**src/rtl/core/tws_pkg.sv**
```systemverilog
// ----------------------------------------------------------------------------
// tws_pkg
// Shared types and constants for the three-wire serial master.
// ----------------------------------------------------------------------------
package tws_pkg;

  localparam int unsigned BITS_PER_BYTE = 8;
  localparam int unsigned CNT_W         = 4;

  // action codes on the input channel
  localparam logic [1:0] ACT_TICK  = 2'd0;
  localparam logic [1:0] ACT_WRITE = 2'd1;
  localparam logic [1:0] ACT_READ  = 2'd2;

  typedef enum logic [1:0] {
    PH_IDLE,
    PH_CMD,
    PH_WDATA,
    PH_RDATA
  } phase_t;

  typedef struct packed {
    logic [1:0] action;
    logic [7:0] command_byte;
    logic [7:0] write_data;
    logic       sda_in;
  } item_t;

  typedef struct packed {
    logic       chip_enable;
    logic       serial_clock;
    logic       sda_out;
    logic       sda_drive;
    logic       busy_res;
    logic       read_valid;
    logic [7:0] read_data;
  } result_t;

endpackage

```
**src/rtl/core/tws_in_stage.sv**
```systemverilog
// ----------------------------------------------------------------------------
// tws_in_stage
// Input register: captures one item per cycle and holds it while the
// engine cannot take it.
// ----------------------------------------------------------------------------
module tws_in_stage (
  input  logic           clk,
  input  logic           rst,
  input  logic           in_valid,
  output logic           in_stall,
  input  tws_pkg::item_t in_item,
  input  logic           take,
  output logic           item_valid,
  output tws_pkg::item_t item
);
  import tws_pkg::*;

  assign in_stall = item_valid && !take;

  always_ff @(posedge clk) begin
    if (rst) begin
      item_valid <= 1'b0;
    end else if (!in_stall) begin
      item_valid <= in_valid;
    end
  end

  always_ff @(posedge clk) begin
    if (!in_stall && in_valid) begin
      item <= in_item;
    end
  end

endmodule

```
**src/rtl/core/tws_engine.sv**
```systemverilog
// ----------------------------------------------------------------------------
// tws_engine
// Transaction state machine: one half period of the serial clock per item,
// computing the next line levels and the result in a single pass.
// ----------------------------------------------------------------------------
module tws_engine (
  input  logic             clk,
  input  logic             rst,
  input  logic             fire,
  input  tws_pkg::item_t   item,
  output tws_pkg::result_t result
);
  import tws_pkg::*;

  phase_t           phase, phase_next;
  logic [CNT_W-1:0] bit_count, bit_count_next;
  logic             half_step, half_step_next;
  logic [7:0]       tx_shift, tx_shift_next;
  logic [7:0]       pending_data, pending_data_next;
  logic [7:0]       rx_shift, rx_shift_next;
  logic             is_read, is_read_next;
  logic             ce, ce_next;
  logic             sclk, sclk_next;
  logic             dat, dat_next;
  logic             valid_next;
  logic             drive;

  always_ff @(posedge clk) begin
    if (rst) begin
      phase        <= PH_IDLE;
      bit_count    <= '0;
      half_step    <= 1'b0;
      tx_shift     <= '0;
      pending_data <= '0;
      rx_shift     <= '0;
      is_read      <= 1'b0;
      ce           <= 1'b0;
      sclk         <= 1'b0;
      dat          <= 1'b0;
    end else if (fire) begin
      phase        <= phase_next;
      bit_count    <= bit_count_next;
      half_step    <= half_step_next;
      tx_shift     <= tx_shift_next;
      pending_data <= pending_data_next;
      rx_shift     <= rx_shift_next;
      is_read      <= is_read_next;
      ce           <= ce_next;
      sclk         <= sclk_next;
      dat          <= dat_next;
    end
  end

  always_comb begin
    phase_next        = phase;
    bit_count_next    = bit_count;
    half_step_next    = half_step;
    tx_shift_next     = tx_shift;
    pending_data_next = pending_data;
    rx_shift_next     = rx_shift;
    is_read_next      = is_read;
    ce_next           = ce;
    sclk_next         = sclk;
    dat_next          = dat;
    valid_next        = 1'b0;

    unique case (phase)
      PH_IDLE: begin
        if (item.action == ACT_WRITE || item.action == ACT_READ) begin
          is_read_next      = (item.action == ACT_READ);
          pending_data_next = item.write_data;
          tx_shift_next     = item.command_byte;
          rx_shift_next     = '0;
          bit_count_next    = '0;
          phase_next        = PH_CMD;
          ce_next           = 1'b1;
          sclk_next         = 1'b0;
          dat_next          = item.command_byte[0];
          half_step_next    = 1'b0;
        end
      end
      PH_CMD, PH_WDATA: begin
        priority if (!half_step) begin
          sclk_next      = 1'b1;
          half_step_next = 1'b1;
          bit_count_next = bit_count + 1'b1;
        end else if (bit_count < CNT_W'(BITS_PER_BYTE)) begin
          tx_shift_next  = {1'b0, tx_shift[7:1]};
          sclk_next      = 1'b0;
          dat_next       = tx_shift[1];
          half_step_next = 1'b0;
        end else if (phase == PH_CMD && !is_read) begin
          phase_next     = PH_WDATA;
          tx_shift_next  = pending_data;
          bit_count_next = '0;
          sclk_next      = 1'b0;
          dat_next       = pending_data[0];
          half_step_next = 1'b0;
        end else if (phase == PH_CMD) begin
          // release the line and take the first read bit on this clock fall
          phase_next     = PH_RDATA;
          dat_next       = 1'b0;
          sclk_next      = 1'b0;
          rx_shift_next  = {item.sda_in, rx_shift[7:1]};
          bit_count_next = CNT_W'(1);
          half_step_next = 1'b0;
        end else begin
          sclk_next      = 1'b1;
          ce_next        = 1'b0;
          phase_next     = PH_IDLE;
          half_step_next = 1'b0;
          bit_count_next = '0;
        end
      end
      PH_RDATA: begin
        priority if (half_step) begin
          sclk_next      = 1'b0;
          rx_shift_next  = {item.sda_in, rx_shift[7:1]};
          bit_count_next = bit_count + 1'b1;
          half_step_next = 1'b0;
        end else if (bit_count >= CNT_W'(BITS_PER_BYTE)) begin
          sclk_next      = 1'b1;
          ce_next        = 1'b0;
          phase_next     = PH_IDLE;
          half_step_next = 1'b0;
          bit_count_next = '0;
          valid_next     = 1'b1;
        end else begin
          sclk_next      = 1'b1;
          half_step_next = 1'b1;
        end
      end
      default: begin
        phase_next = PH_IDLE;
      end
    endcase

    drive               = (phase_next == PH_CMD) || (phase_next == PH_WDATA);
    result.chip_enable  = ce_next;
    result.serial_clock = sclk_next;
    result.sda_out      = drive && dat_next;
    result.sda_drive    = drive;
    result.busy_res     = (phase_next != PH_IDLE);
    result.read_valid   = valid_next;
    result.read_data    = rx_shift_next;
  end

endmodule

```
**src/rtl/core/tws_out_stage.sv**
```systemverilog
// ----------------------------------------------------------------------------
// tws_out_stage
// Result register: holds a finished result until the receiver takes it.
// ----------------------------------------------------------------------------
module tws_out_stage (
  input  logic             clk,
  input  logic             rst,
  input  logic             item_valid,
  input  tws_pkg::result_t result,
  output logic             take,
  output logic             out_valid,
  input  logic             out_stall,
  output tws_pkg::result_t out_result
);
  import tws_pkg::*;

  assign take = !out_valid || !out_stall;

  always_ff @(posedge clk) begin
    if (rst) begin
      out_valid <= 1'b0;
    end else if (take) begin
      out_valid <= item_valid;
    end
  end

  always_ff @(posedge clk) begin
    if (take && item_valid) begin
      out_result <= result;
    end
  end

endmodule

```
**src/rtl/core/three_wire_serial_master_top.sv**
```systemverilog
// ----------------------------------------------------------------------------
// three_wire_serial_master_top
// Bus master for a three-wire real-time clock link, one item per half
// period of the serial clock.
// Path from input transfer to result: the input register, then one pass
// of the state machine into the result register.
// Throughput: one item per cycle without stalls; one state update per item.
// Reset: synchronous; engine lines low, phase idle, both channels empty.
// ----------------------------------------------------------------------------
module three_wire_serial_master_top (
  input  logic       clk,
  input  logic       rst,
  input  logic       in_valid,
  output logic       in_stall,
  input  logic [1:0] action,
  input  logic [7:0] command_byte,
  input  logic [7:0] write_data,
  input  logic       sda_in,
  output logic       out_valid,
  input  logic       out_stall,
  output logic       chip_enable,
  output logic       serial_clock,
  output logic       sda_out,
  output logic       sda_drive,
  output logic       busy_res,
  output logic       read_valid,
  output logic [7:0] read_data
);
  import tws_pkg::*;

  item_t   in_item;
  item_t   item;
  logic    item_valid;
  logic    take;
  result_t result;
  result_t out_result;

  assign in_item.action       = action;
  assign in_item.command_byte = command_byte;
  assign in_item.write_data   = write_data;
  assign in_item.sda_in       = sda_in;

  tws_in_stage u_in (
    .clk        (clk),
    .rst        (rst),
    .in_valid   (in_valid),
    .in_stall   (in_stall),
    .in_item    (in_item),
    .take       (take),
    .item_valid (item_valid),
    .item       (item)
  );

  tws_engine u_engine (
    .clk    (clk),
    .rst    (rst),
    .fire   (item_valid && take),
    .item   (item),
    .result (result)
  );

  tws_out_stage u_out (
    .clk        (clk),
    .rst        (rst),
    .item_valid (item_valid),
    .result     (result),
    .take       (take),
    .out_valid  (out_valid),
    .out_stall  (out_stall),
    .out_result (out_result)
  );

  assign chip_enable  = out_result.chip_enable;
  assign serial_clock = out_result.serial_clock;
  assign sda_out      = out_result.sda_out;
  assign sda_drive    = out_result.sda_drive;
  assign busy_res     = out_result.busy_res;
  assign read_valid   = out_result.read_valid;
  assign read_data    = out_result.read_data;

endmodule

```
**config.mk**
```make
export PLATFORM = sky130hd
export DESIGN_NAME = three_wire_serial_master_top
export DESIGN_NICKNAME = d
export VERILOG_FILES = /design/src/rtl/core/tws_pkg.sv /design/src/rtl/core/tws_in_stage.sv /design/src/rtl/core/tws_engine.sv /design/src/rtl/core/tws_out_stage.sv /design/src/rtl/core/three_wire_serial_master_top.sv
export SDC_FILE = /design/constraint.sdc
export NUM_CORES = 1
export LEC_CHECK = 0
export BUFFER_PORTS_ARGS = -buffer_cell sky130_fd_sc_hd__buf_2
export CELL_PAD_IN_SITES_DETAIL_PLACEMENT = 1
export CELL_PAD_IN_SITES_GLOBAL_PLACEMENT = 1
export CORE_ASPECT_RATIO = 2
export CORE_MARGIN = 2
export CORE_UTILIZATION = 45
export CTS_CLUSTER_DIAMETER = 120
export CTS_CLUSTER_SIZE = 8
export DETAILED_ROUTE_END_ITERATION = 16
export GPL_TIMING_DRIVEN = 0
export PLACE_DENSITY_LB_ADDON = 0.15
export SLEW_MARGIN = 25
export SYNTH_ARGS = -nofsm -noshare
export SYNTH_HDL_FRONTEND = slang
export SYNTH_SLANG_ARGS = --single-unit
```
**constraint.sdc**
```tcl
create_clock -name clk -period 4.2 [get_ports clk]
set_input_delay 0.21 -clock clk [delete_from_list [all_inputs] [get_ports clk]]
set_output_delay 0.21 -clock clk [all_outputs]
set_load 0.05 [all_outputs]
```
Yosys cells after proc, flatten, opt, wreduce, memory -nomap -nowiden

Index checks and enable logic that the tools add are counted.

Register bits: 70
Latch bits: 0
RAM bits: 0
Memory bits (read-only): 0
Input bits: 23
Output and inout port bits: 16
Word-level logic and storage cells: 115
Memories kept: 0

$add $sub $neg: 1
$mul: 0
Divide/modulo/power cells: 0
$lt $le $gt $ge: 2
Equality and inequality tests: 12
Shift-type cells: 0
Mux-type cells: 54
Bitwise logic cells: 1
Reductions and logical operators: 22

Operators by type and width:

| operator                                              | count |
|---|---|
| 2-to-1 mux 8 bit                                      | 10 |
| 2-to-1 mux 4 bit                                      | 6 |
| one-hot mux 8 bit (3 select lines)                    | 1 |
| 2-to-1 mux 1 bit                                      | 23 |
| one-hot mux 8 bit (2 select lines)                    | 1 |
| 2-to-1 mux 2 bit                                      | 7 |
| one-hot mux 4 bit (3 select lines)                    | 1 |
| one-hot mux 1 bit (3 select lines)                    | 3 |
| equality test 2 bit, second input constant            | 4 |
| equality test 2 x 1 -> 1 bit, second input constant   | 3 |
| inequality test 3 x 1 -> 1 bit, second input constant | 2 |
| one-hot mux 2 bit (3 select lines)                    | 1 |
| logical AND 1 bit                                     | 5 |
| zero test 1 bit                                       | 5 |
| AND reduction 5 bit                                   | 1 |
| adder 4 x 1 -> 4 bit, second input constant           | 1 |
| >= comparator 4 bit, second input constant            | 1 |
| < comparator 4 bit, second input constant             | 1 |
| inequality test 2 x 1 -> 1 bit, second input constant | 2 |
| AND reduction 4 bit                                   | 1 |
| nonzero test 2 bit                                    | 2 |
| OR reduction 2 bit                                    | 2 |
| logical OR 1 bit                                      | 3 |
| inequality test 3 bit, second input constant          | 1 |
| other kinds (5)                                       | 5 |

Logic depth before layout (Yosys ltp)

Gate-level depths: netlist of the first run.

Depth after elaboration: 9
Depth in mapped cells: 9

Modules after synthesis

Synthesis of the first run repeated with hierarchy kept, for this count alone.

Cell total of the unflattened synthesis: 297
Area, all modules: 3145.5 um^2

Modules (own cells, without submodules):

| module                       | instances | cells each | area each (um^2) | sequential area each (um^2) |
|---|---|---|---|---|
| tws_engine                   | 1         | 254        | 2059.5           | 680.7 |
| tws_in_stage                 | 1         | 23         | 620.6            | 590.6 |
| tws_out_stage                | 1         | 19         | 459.2            | 440.4 |
| three_wire_serial_master_top | 1         | 1          | 6.3              | 0.0 |

Worst setup path after synthesis of the first run

Ideal clock, no wire load.

Kind: reg-to-reg
Start point: register u_engine.phase[0]
End point: register, netlist name u_out.out_result[11]
Setup time: 268 ps
Arrival: 2018 ps
Required time: 3932 ps
Path slack: 1914 ps
Cell stages (with the launch flop): 10
Cells stage by stage: dfxtp_1 inv_1 ha_1 buf_2 buf_2 a211oi_1 a211o_1 o311a_1 ha_1 a21boi_1

RTL lines:

| item                     | RTL line         | RTL |
|---|---|---|
| start: declaration       | tws_engine.sv:15 | `phase_t phase, phase_next;` |
| start signal: assignment | tws_engine.sv:41 | `phase <= phase_next;` |

==> results.sh, run 1 <==
export IMPL_run_status="finished, final reports clean"
export IMPL_hold_violations=0
export IMPL_detail_route_wl_per_cell_um=17.93
export IMPL_slowest_delay_ns=0.44
export IMPL_gp_congestion=0.8789
export IMPL_clkTransAtPathRegs_ns=0.06
export IMPL_cp_max_fo=10
export IMPL_slew_viol_final=0
export IMPL_setup_violations=0
export IMPL_maxCapViolCount=0
export IMPL_finalNetCount=366
export IMPL_crit_buf_inv=3
export IMPL_clockBufferDepth=2
export IMPL_tightest_slew_ns=0.5979
export IMPL_cts_tree="done"
export IMPL_cts_sinks=69
export IMPL_num_vias=2366
export IMPL_ys_async_sr_fraction_pct=0
export IMPL_drive_above_1_share_pct=22.49
export IMPL_leakage_nw=1.530
export IMPL_worst_setup_path_start_kind="flop"
export IMPL_synth_edf_count=33
export IMPL_postCtsSetupBuffers=0
export IMPL_hold_class="in -> reg"
export IMPL_cp_slowest_cell="dfxtp_1"
export IMPL_cts_resized=0
export IMPL_synth_top_family_by_area="compound AO/OA/AOI/OAI gates"
export IMPL_ys_flop_type="dfxtp_1"
export IMPL_die_x_um=63.47
export IMPL_place_hpwl_mm=5.827
export IMPL_io_pins=39
export IMPL_grt_overflow=0
export IMPL_irDropWorstVdd_mv=0.2854
export IMPL_critPathTopFamily="compound AO/OA/AOI/OAI gates"
export IMPL_dieArea_um2=7803
export IMPL_startpoint="u_engine.phase[1]$_SDFFE_PP0P_"
export IMPL_fin_crit_sh_pct=64.14
export IMPL_root_buffer="clkbuf_16"
export IMPL_rsz0062_at_grt="no"
export IMPL_power_density_nw_per_um2=454.9
export IMPL_clkLatencyLatePin_ns=0.34
export IMPL_antenna_found_initial=0
export IMPL_ys_seq_area_share_pct=53.77
export IMPL_layout_common_cells="buf_2, dfxtp_1, edfxtp_1"
export IMPL_synth_simple_area_share_pct=14.27
export IMPL_synth_xor_area_share_pct=0
export IMPL_grt_max_degree=24
export IMPL_post_drt_via_cell_ratio=5.528
export IMPL_cp_cell_sequence="inv_1, ha_1, buf_2, buf_2, a211oi_1, a211o_1, o311a_1, ha_1, a21boi_1"
export IMPL_totalNegativeSetupSlack_ns=0
export IMPL_drtAntennaViolNets=0
export IMPL_clock_skew_ns=0.005170
export IMPL_drc_errors=0
export IMPL_ctsHoldBuffers=0
export IMPL_portBuffers=38
export IMPL_critPathCaptureType="flop"
export IMPL_synth_compound_area_share_pct=16.43
export IMPL_synth_fp_nets=316
export IMPL_synthDistinctLibCells=50
export IMPL_drt_total_wl_mm=7.675
export IMPL_synth_ff_latch_count=69
export IMPL_synth_area_um2=3183
export IMPL_syn_to_final_growth_pct=18.99
export IMPL_rows=43
export IMPL_grt_pass1_vias=2571
export IMPL_cp_arrival_ns=2.77
export IMPL_core_area_um2=6887
export IMPL_max_clock_freq_mhz=371.2
export IMPL_num_antenna_cells=0
export IMPL_power_total_mw=1.723
export IMPL_first_pass_iters=4
export IMPL_worstHoldStart="write_data[1]"
export IMPL_worstSetupPathType="reg -> reg"
export IMPL_avgSynthCellArea_um2=11.25
export IMPL_initial_utilization_pct=46.22
export IMPL_cts_htree_levels=3
export IMPL_postSynthCellCount=283
export IMPL_final_common_cell="buf_2"
export IMPL_die_h_um=122.9
export IMPL_relSlewSlack_pct=59.70
export IMPL_ys_warn_count=0
export IMPL_drt_initial_drc_count=123
export IMPL_critical_path_required_ns=4.28
export IMPL_numCtsBuffers=9
export IMPL_grt_pass1_wl_mm=12.61
export IMPL_synth_fa_ha_area_share_pct=3.931
export IMPL_finalCriticalPeriod_ns=2.694
export IMPL_r2r_start="u_engine.phase[1]$_SDFFE_PP0P_"
export IMPL_worst_r2r_setup_slack_ns=1.51
export IMPL_grtUsageTotal_pct=21.90
export IMPL_muxShareOfSynthArea_pct=7.704
## path summary, 6_finish.rpt
check                                         to  cells past startpoint
setup reg to reg  u_out.out_result[11]$_DFFE_PP_                      9
setup / recovery  u_out.out_result[11]$_DFFE_PP_                      9
hold reg to reg       u_engine.sclk$_SDFFE_PP0P_                      2
hold / removal            u_in.item[2]$_DFFE_PP_                      1
## kinds of logic (layout without fill, tap and decap cells)
group,count (synthesis),after routing
DFF,69,69
adders and majority gates,10,10
buffers and inverters,28,83
AOI/OAI and AO/OA,67,67
and+or+nand+nor,85,85
muxes,24,24
## sequential cells by signal (all words and copies together), names as in the netlist
| name | cells |
|---|---|
| u_engine.rx_shift | 8 |
| u_engine.ce | 1 |
| u_engine.pending_data | 8 |
| u_engine.bit_count | 4 |
| u_engine.dat | 1 |
| u_engine.phase | 2 |
| u_engine.half_step | 1 |
| u_engine.sclk | 1 |
| u_in.item | 19 |
| u_engine.tx_shift | 7 |
| u_engine.is_read | 1 |
| u_out.out_valid | 1 |
| u_out.out_result | 14 |
| u_in.item_valid | 1 |
## final cells by class
| type | instances | area [um^2] |
|---|---|---|
| fillers | 788 | 3099 |
| flip-flops and latches | 69 | 1712 |
| multi-input cells | 186 | 1350 |
| clock buffers | 10 | 239.0 |
| repair buffers | 39 | 201.4 |
| well taps | 90 | 112.6 |
| plain buffers | 16 | 80.08 |
| clock inverters | 6 | 47.55 |
| inverters | 12 | 45.04 |
## cell usage after synthesis (2+ instances only)
cell | n | area (um^2)
a211o_1 | 8 | 70.07
a211oi_1 | 6 | 45.04
a21oi_1 | 15 | 75.07
a22o_1 | 14 | 122.6
and3_1 | 3 | 18.77
buf_1 | 2 | 7.510
buf_2 | 9 | 45.04
clkbuf_1 | 4 | 15.01
dfxtp_1 | 36 | 720.7
edfxtp_1 | 33 | 991.0
ha_1 | 10 | 125.1
inv_1 | 11 | 41.29
mux2i_1 | 23 | 230.2
nand2_1 | 12 | 45.04
nand2b_1 | 10 | 62.56
nand3_1 | 5 | 25.02
nand3b_1 | 2 | 15.01
nand4_1 | 2 | 12.51
nand4b_1 | 3 | 26.28
nor2_1 | 29 | 108.9
nor2b_1 | 5 | 31.28
nor3_1 | 6 | 30.03
o21ai_0 | 4 | 20.02
o21ai_1 | 4 | 20.02
o31ai_1 | 2 | 15.01
## power breakdown
part           leakage (nW)  total [mW]  switching [mW]  internal (mW)
Combinational         0.782       0.253           0.168         0.0854
Sequential            0.609       0.758          0.0167          0.741
Clock                 0.139       0.712           0.293          0.419
## metrics by stage
step	hold WS, ns	instance area [um^2]	setup WS [ns]	utilization, %	cells
finish	0.03871	3787	1.506	55.00	428
global route	0.03292	3787	1.356	55.00	428
CTS	0.03392	3787	1.514	55.00	428
detailed placement	0.3884	3501	1.531	50.84	412
global placement	0.3866	3486	1.546	50.62	411
floorplan	0.3089	3183	1.914	-	283
## layer usage
metal	track usage, %	routed length, um	up-vias
li1	-	-	1149
met1	19.43	2624	1147
met2	43.42	4516	49
met3	3.913	203	21
met4	14.27	331	0
met5	0	0	-
(Power assumes the default switching activity.)
==> inputs of run 2 (changes only) <==
--- a/config.mk
+++ b/config.mk
@@ -10,7 +10,7 @@
 export CELL_PAD_IN_SITES_GLOBAL_PLACEMENT = 1
 export CORE_ASPECT_RATIO = 2
 export CORE_MARGIN = 2
-export CORE_UTILIZATION = 45
+export CORE_UTILIZATION = 41
 export CTS_CLUSTER_DIAMETER = 120
 export CTS_CLUSTER_SIZE = 8
 export DETAILED_ROUTE_END_ITERATION = 16
==> constraint.sdc (replaced) <==
create_clock -name clk -period 2.4 [get_ports clk]
set_input_delay 0.12 -clock clk [delete_from_list [all_inputs] [get_ports clk]]
set_output_delay 0.12 -clock clk [all_outputs]
set_load 0.05 [all_outputs]
==> results.sh, run 2 (synthesis gave the netlist of run 1 again) <==
export IMPL_grt_max_degree=24
export IMPL_crit_path_frequent_cell="buf_6"
export IMPL_antenna_found_initial=0
export IMPL_num_vias=2480
export IMPL_use_met2_pct=41.94
export IMPL_power_total_mw=3.397
export IMPL_finalCriticalPeriod_ns=2.299
export IMPL_totalNegativeSetupSlack_ns=0
export IMPL_clock_skew_ns=0.003224
export IMPL_critical_path_depth=9
export IMPL_relSlewSlack_pct=57.49
export IMPL_irDropWorstVdd_mv=0.4737
export IMPL_sequentialPowerShare_pct=39.1
export IMPL_setup_violations=0
export IMPL_hold_class="in -> reg"
export IMPL_reg_top3="u_in.item x19, u_out.out_result x14"
export IMPL_power_switching_mw=0.8375
export IMPL_grt_util_met3_pct=4.283
export IMPL_crit_buf_inv=3
export IMPL_slew_viol_final=0
export IMPL_r2r_start="u_engine.phase[1]$_SDFFE_PP0P_"
export IMPL_detail_route_wl_per_cell_um=18.48
export IMPL_gr_max_usage_layer="met2"
export IMPL_slowest_delay_ns=0.39
export IMPL_worst_r2r_setup_slack_ns=0.10
export IMPL_met1_usage_pct=17.83
export IMPL_first_pass_iters=4
export IMPL_fin_util_pct=54.34
export IMPL_cts_tree="done"
export IMPL_maxCapViolCount=0
export IMPL_grtUsageTotal_pct=21.50
export IMPL_drive_above_1_share_pct=23.31
export IMPL_dp_cells=416
export IMPL_place_hpwl_mm=5.867
export IMPL_leakage_nw=1.649
export IMPL_cts_sinks=69
export IMPL_cts_htree_levels=3
export IMPL_p_clk_share_pct=46.2
export IMPL_grt_pass1_vias=2676
export IMPL_layout_setup_ws_ns=0.1009
export IMPL_place_area_um2=3506
export IMPL_core_area_um2=7545
export IMPL_internal_power_mw=2.560
export IMPL_startpoint="u_engine.phase[1]$_SDFFE_PP0P_"
export IMPL_finalNetCount=384
export IMPL_clkTransAtPathRegs_ns=0.06
export IMPL_die_x_um=66.31
export IMPL_portBuffers=38
export IMPL_p_comb_share_pct=14.7
export IMPL_power_density_nw_per_um2=828.6
export IMPL_grt_overflow=0
export IMPL_regArea_um2=1719
export IMPL_initial_utilization_pct=42.19
export IMPL_max_flop_register="u_in.item"
export IMPL_drtAntennaViolNets=0
export IMPL_drc_errors=0
export IMPL_fin_cells=450
export IMPL_rsz0062_at_grt="no"
export IMPL_run_status="finished, final reports clean"
export IMPL_layout_common_cells="buf_2, dfxtp_1, edfxtp_1"
export IMPL_n_fill_cell=830
export IMPL_syn_to_final_growth_pct=28.81
export IMPL_whs_ns=0.01771
export IMPL_endpoint="u_out.out_result[11]$_DFFE_PP_"
export IMPL_max_clock_freq_mhz=435.0
export IMPL_dieArea_um2=8527
export IMPL_largest_reg_flops=19
export IMPL_tightest_slew_ns=0.6308
export IMPL_sw_frac_of_total_pct=24.65
export IMPL_cp_max_fo=10
export IMPL_drt_total_wl_mm=8.315
export IMPL_clockBufferDepth=2
export IMPL_worst_setup_path_start_kind="flop"
export IMPL_die_h_um=128.6
export IMPL_postCtsSetupBuffers=0
export IMPL_cp_slowest_cell="dfxtp_4"
export IMPL_rows=45
export IMPL_hold_violations=0
export IMPL_gp_congestion=0.8767
export IMPL_cp_cell_sequence="inv_2, ha_4, buf_6, buf_6, a211oi_1, a211o_1, o311a_1, ha_1, a21boi_1"
export IMPL_r2r_end="u_out.out_result[11]$_DFFE_PP_"
export IMPL_multi_input_area_um2=1370
export IMPL_drt_initial_drc_count=78
export IMPL_worstSetupPathType="reg -> reg"
export IMPL_reg2reg_depth=9
export IMPL_critPathTopFamily="compound AO/OA/AOI/OAI gates"
export IMPL_post_drt_via_cell_ratio=5.511
export IMPL_critPathCaptureType="flop"
export IMPL_critical_path_required_ns=2.48
export IMPL_clkLatencyLatePin_ns=0.34
export IMPL_grt_pass1_wl_mm=13.23
export IMPL_fin_crit_sh_pct=95.80
export IMPL_numCtsBuffers=9
export IMPL_io_pins=39
export IMPL_cp_arrival_ns=2.37
export IMPL_pre_cts_slack_ns=-0.3109
export IMPL_final_common_cell="buf_2"
export IMPL_fin_area_um2=4100
export IMPL_num_antenna_cells=0
export IMPL_root_buffer="clkbuf_16"
[run 2: cell types whose count changed in the layout (fill, tap and decap cells not counted), moves of 2 or more]
cell,delta
buf_2,-4
buf_6,+3
bufinv_16,+3
clkinv_4,-2
dfxtp_1,-2
dfxtp_4,+2
dlygate4sd3_1,+19
ha_1,-2
inv_1,-2
inv_2,+2
[run 2: worst min path at each step]
stage                               start                      endpoint  slack [ns]  depth (start not counted)
final                            in_valid  u_in.item_valid$_SDFFE_PP0N_        0.02                          3
after CTS                        in_valid  u_in.item_valid$_SDFFE_PP0N_        0.02                          3
after detailed placement  command_byte[6]       u_in.item[15]$_DFFE_PP_        0.30                          1
after global placement      write_data[4]        u_in.item[5]$_DFFE_PP_        0.30                          1
after global routing             in_valid  u_in.item_valid$_SDFFE_PP0N_        0.04                          3
after floorplan                    sda_in        u_in.item[0]$_DFFE_PP_        0.22                          0
[run 2: tightest hold or removal path: stages]
cell,delay [ns]
buf_2,0.09
nor2_1,0.04
nor2_1,0.08
[run 2: final cells by class]
| class | count | share of cell area, % |
|---|---|---|
| multi-input cells | 186 | 33.41 |
| inverters | 12 | 1.099 |
| well taps | 94 | 2.868 |
| flip-flops and latches | 69 | 41.93 |
| clock buffers | 11 | 6.164 |
| repair buffers | 58 | 9.551 |
| plain buffers | 15 | 2.380 |
| clock inverters | 5 | 2.594 |
[run 2: power by group through the flow]
stage,clock network [mW],registers [mW],logic (mW)
floorplan,0,1.39,0.267
CTS,1.59,1.33,0.497
detailed placement,0,1.35,0.447
global placement,0,1.35,0.433
finish,1.57,1.33,0.500
global route,1.62,1.34,0.544
[run 2: layer usage]
layer | share of wire (%) | vias to the layer above
li1 | - | 1180
met1 | 32 | 1219
met2 | 60 | 55
met3 | 3.3 | 26
met4 | 4.6 | 0
met5 | 0 | -
[run 2: what timing repair did]
action | CTS | global route
gates resized for setup | 12 | 4
setup endpoints to repair | 3 | 1
hold endpoints to repair | 19 | 0
hold buffers | 19 | 0
pin swaps | 0 | 0
==> inputs of run 3 (changes only) <==
--- a/config.mk
+++ b/config.mk
@@ -8,7 +8,7 @@
 export BUFFER_PORTS_ARGS = -buffer_cell sky130_fd_sc_hd__buf_2
 export CELL_PAD_IN_SITES_DETAIL_PLACEMENT = 1
 export CELL_PAD_IN_SITES_GLOBAL_PLACEMENT = 1
-export CORE_ASPECT_RATIO = 2
+export CORE_ASPECT_RATIO = 1.75
 export CORE_MARGIN = 2
 export CORE_UTILIZATION = 41
 export CTS_CLUSTER_DIAMETER = 120
==> constraint.sdc (replaced) <==
create_clock -name clk -period 2 [get_ports clk]
set_input_delay 0.1 -clock clk [delete_from_list [all_inputs] [get_ports clk]]
set_output_delay 0.1 -clock clk [all_outputs]
set_load 0.05 [all_outputs]
==> results.sh, run 3 (synthesis gave the netlist of run 1 again) <==
export IMPL_io_pins=39
export IMPL_violations="negative setup slack"
export IMPL_power_density_nw_per_um2=962.6
export IMPL_layout_common_cells="buf_2, dfxtp_1, edfxtp_1"
export IMPL_die_h_um=120.6
export IMPL_die_x_um=70.61
export IMPL_tightest_slew_ns=0.9640
export IMPL_fin_util_pct=55.87
export IMPL_irDropWorstVdd_mv=0.5431
export IMPL_gp_congestion=0.9037
export IMPL_cp_arrival_ns=2.21
export IMPL_syn_to_final_growth_pct=32.82
export IMPL_cp_max_fo=6
export IMPL_max_clock_freq_mhz=468.2
export IMPL_crit_buf_inv=3
export IMPL_initial_utilization_pct=42.06
export IMPL_crit_path_frequent_cell="buf_8"
export IMPL_num_antenna_cells=0
export IMPL_clockBufferDepth=2
export IMPL_cp_slowest_cell="dfxtp_4"
export IMPL_worst_r2r_setup_slack_ns=-0.14
export IMPL_drt_initial_drc_count=70
export IMPL_slowest_delay_ns=0.39
export IMPL_place_hpwl_mm=5.741
export IMPL_finalCriticalPeriod_ns=2.136
export IMPL_cts_htree_levels=3
export IMPL_power_total_mw=4.070
export IMPL_critical_path_required_ns=2.07
export IMPL_core_area_um2=7567
export IMPL_worst_setup_path_start_kind="flop"
export IMPL_cts_tree="done"
export IMPL_drive_above_1_share_pct=26.98
export IMPL_slew_viol_final=0
export IMPL_met1_usage_pct=18.52
export IMPL_grt_pass1_wl_mm=13.34
export IMPL_post_drt_via_cell_ratio=5.481
export IMPL_rsz0062_at_grt="yes"
export IMPL_root_buffer="clkbuf_16"
export IMPL_clkLatencyLatePin_ns=0.34
export IMPL_largest_reg_flops=19
export IMPL_rows=42
export IMPL_num_vias=2494
export IMPL_grt_overflow=0
export IMPL_final_common_cell="buf_2"
export IMPL_setup_violations=1
export IMPL_maxCapViolCount=0
export IMPL_first_pass_iters=4
export IMPL_finalNetCount=395
export IMPL_detail_route_wl_per_cell_um=18.33
export IMPL_worstSetupPathType="reg -> reg"
export IMPL_hold_violations=0
export IMPL_drc_errors=0
export IMPL_clock_skew_ns=0.007782
export IMPL_critPathCaptureType="flop"
export IMPL_layout_setup_ws_ns=-0.1356
export IMPL_drt_total_wl_mm=8.342
export IMPL_grt_max_degree=24
export IMPL_grt_util_met3_pct=3.917
export IMPL_fin_crit_sh_pct=106.8
export IMPL_max_flop_register="u_in.item"
export IMPL_use_met2_pct=42.57
export IMPL_antenna_found_initial=0
export IMPL_critPathTopFamily="adder cells"
export IMPL_hold_class="in -> reg"
export IMPL_dieArea_um2=8512
export IMPL_leakage_nw=1.704
export IMPL_grtUsageTotal_pct=20.61
export IMPL_cp_cell_sequence="inv_6, ha_4, buf_8, buf_8, nand3_1, o311a_1, ha_1, a21boi_1"
export IMPL_grt_pass1_vias=2789
export IMPL_numCtsBuffers=9
export IMPL_gr_max_usage_layer="met2"
export IMPL_clkTransAtPathRegs_ns=0.06
export IMPL_portBuffers=38
export IMPL_cts_sinks=69
export IMPL_drtAntennaViolNets=0
export IMPL_pre_cts_slack_ns=-0.4171
export IMPL_relSlewSlack_pct=35.44
export IMPL_run_status="complete, but fails checks"
export IMPL_reg_top3="u_in.item x19, u_out.out_result x14"
-- run 3: stage by stage --
stage / hold WS (ns) / instances / cell area [um^2] / TNS (ns)
after detailed placement: 0.2787 / 409 / 3501 / -1.175
after CTS: 0.001612 / 451 / 4168 / -0.1691
after global placement: 0.2761 / 409 / 3500 / -1.098
final: 0.005472 / 455 / 4228 / -0.1356
after global routing: 0.04401 / 455 / 4228 / -0.7351
after floorplan: 0.1989 / 283 / 3199 / -0.1226
-- run 3: per-layer routing --
layer  vias to the layer above  part of all wire [%]
met5                         -                     0
li1                       1201                     -
met3                        14                   2.1
met2                        39                    61
met1                      1240                    35
met4                         0                   2.0
-- run 3: power by group --
group	switching [mW]	leakage, nW	internal, mW	total, mW
combinational	0.399	0.936	0.287	0.686
clock	0.572	0.157	1.22	1.79
sequential	0.0353	0.610	1.56	1.59
total	1.01	1.70	3.06	4.07
-- run 3: tightest hold or removal path: stages --
cell    delay, ns
buf_2        0.09
nor2_1       0.04
nor2_1       0.08
-- run 3: final cells by class --
cell class | instances | area, um^2
plain buffers | 15 | 112.6
clock buffers | 12 | 236.5
clock inverters | 4 | 97.59
fillers | 821 | 3339
inverters | 12 | 52.55
multi-input cells | 186 | 1429
flip-flops and latches | 69 | 1719
well taps | 88 | 110.1
repair buffers | 69 | 470.5
-- run 3: final timing paths --
check | end | from | cells past startpoint
setup / recovery | u_out.out_result[11]$_DFFE_PP_ | u_engine.phase[0]$_SDFFE_PP0P_ | 8
hold / removal | u_in.item_valid$_SDFFE_PP0N_ | in_valid | 3
setup reg to reg | u_out.out_result[11]$_DFFE_PP_ | u_engine.phase[0]$_SDFFE_PP0P_ | 8
hold reg to reg | u_engine.pending_data[4]$_SDFFE_PP0P_ | u_in.item[5]$_DFFE_PP_ | 2
-- run 3: what timing repair did --
item | 4_1_cts | 5_1_grt
hold buffers | 19 | 0
buffers inserted | 8 | 4
endpoints found under the setup margin | 21 | 13
gates cloned | 0 | 0
resized for setup | 21 | 8
pin swaps | 4 | 1
hold endpoints to repair | 19 | 0
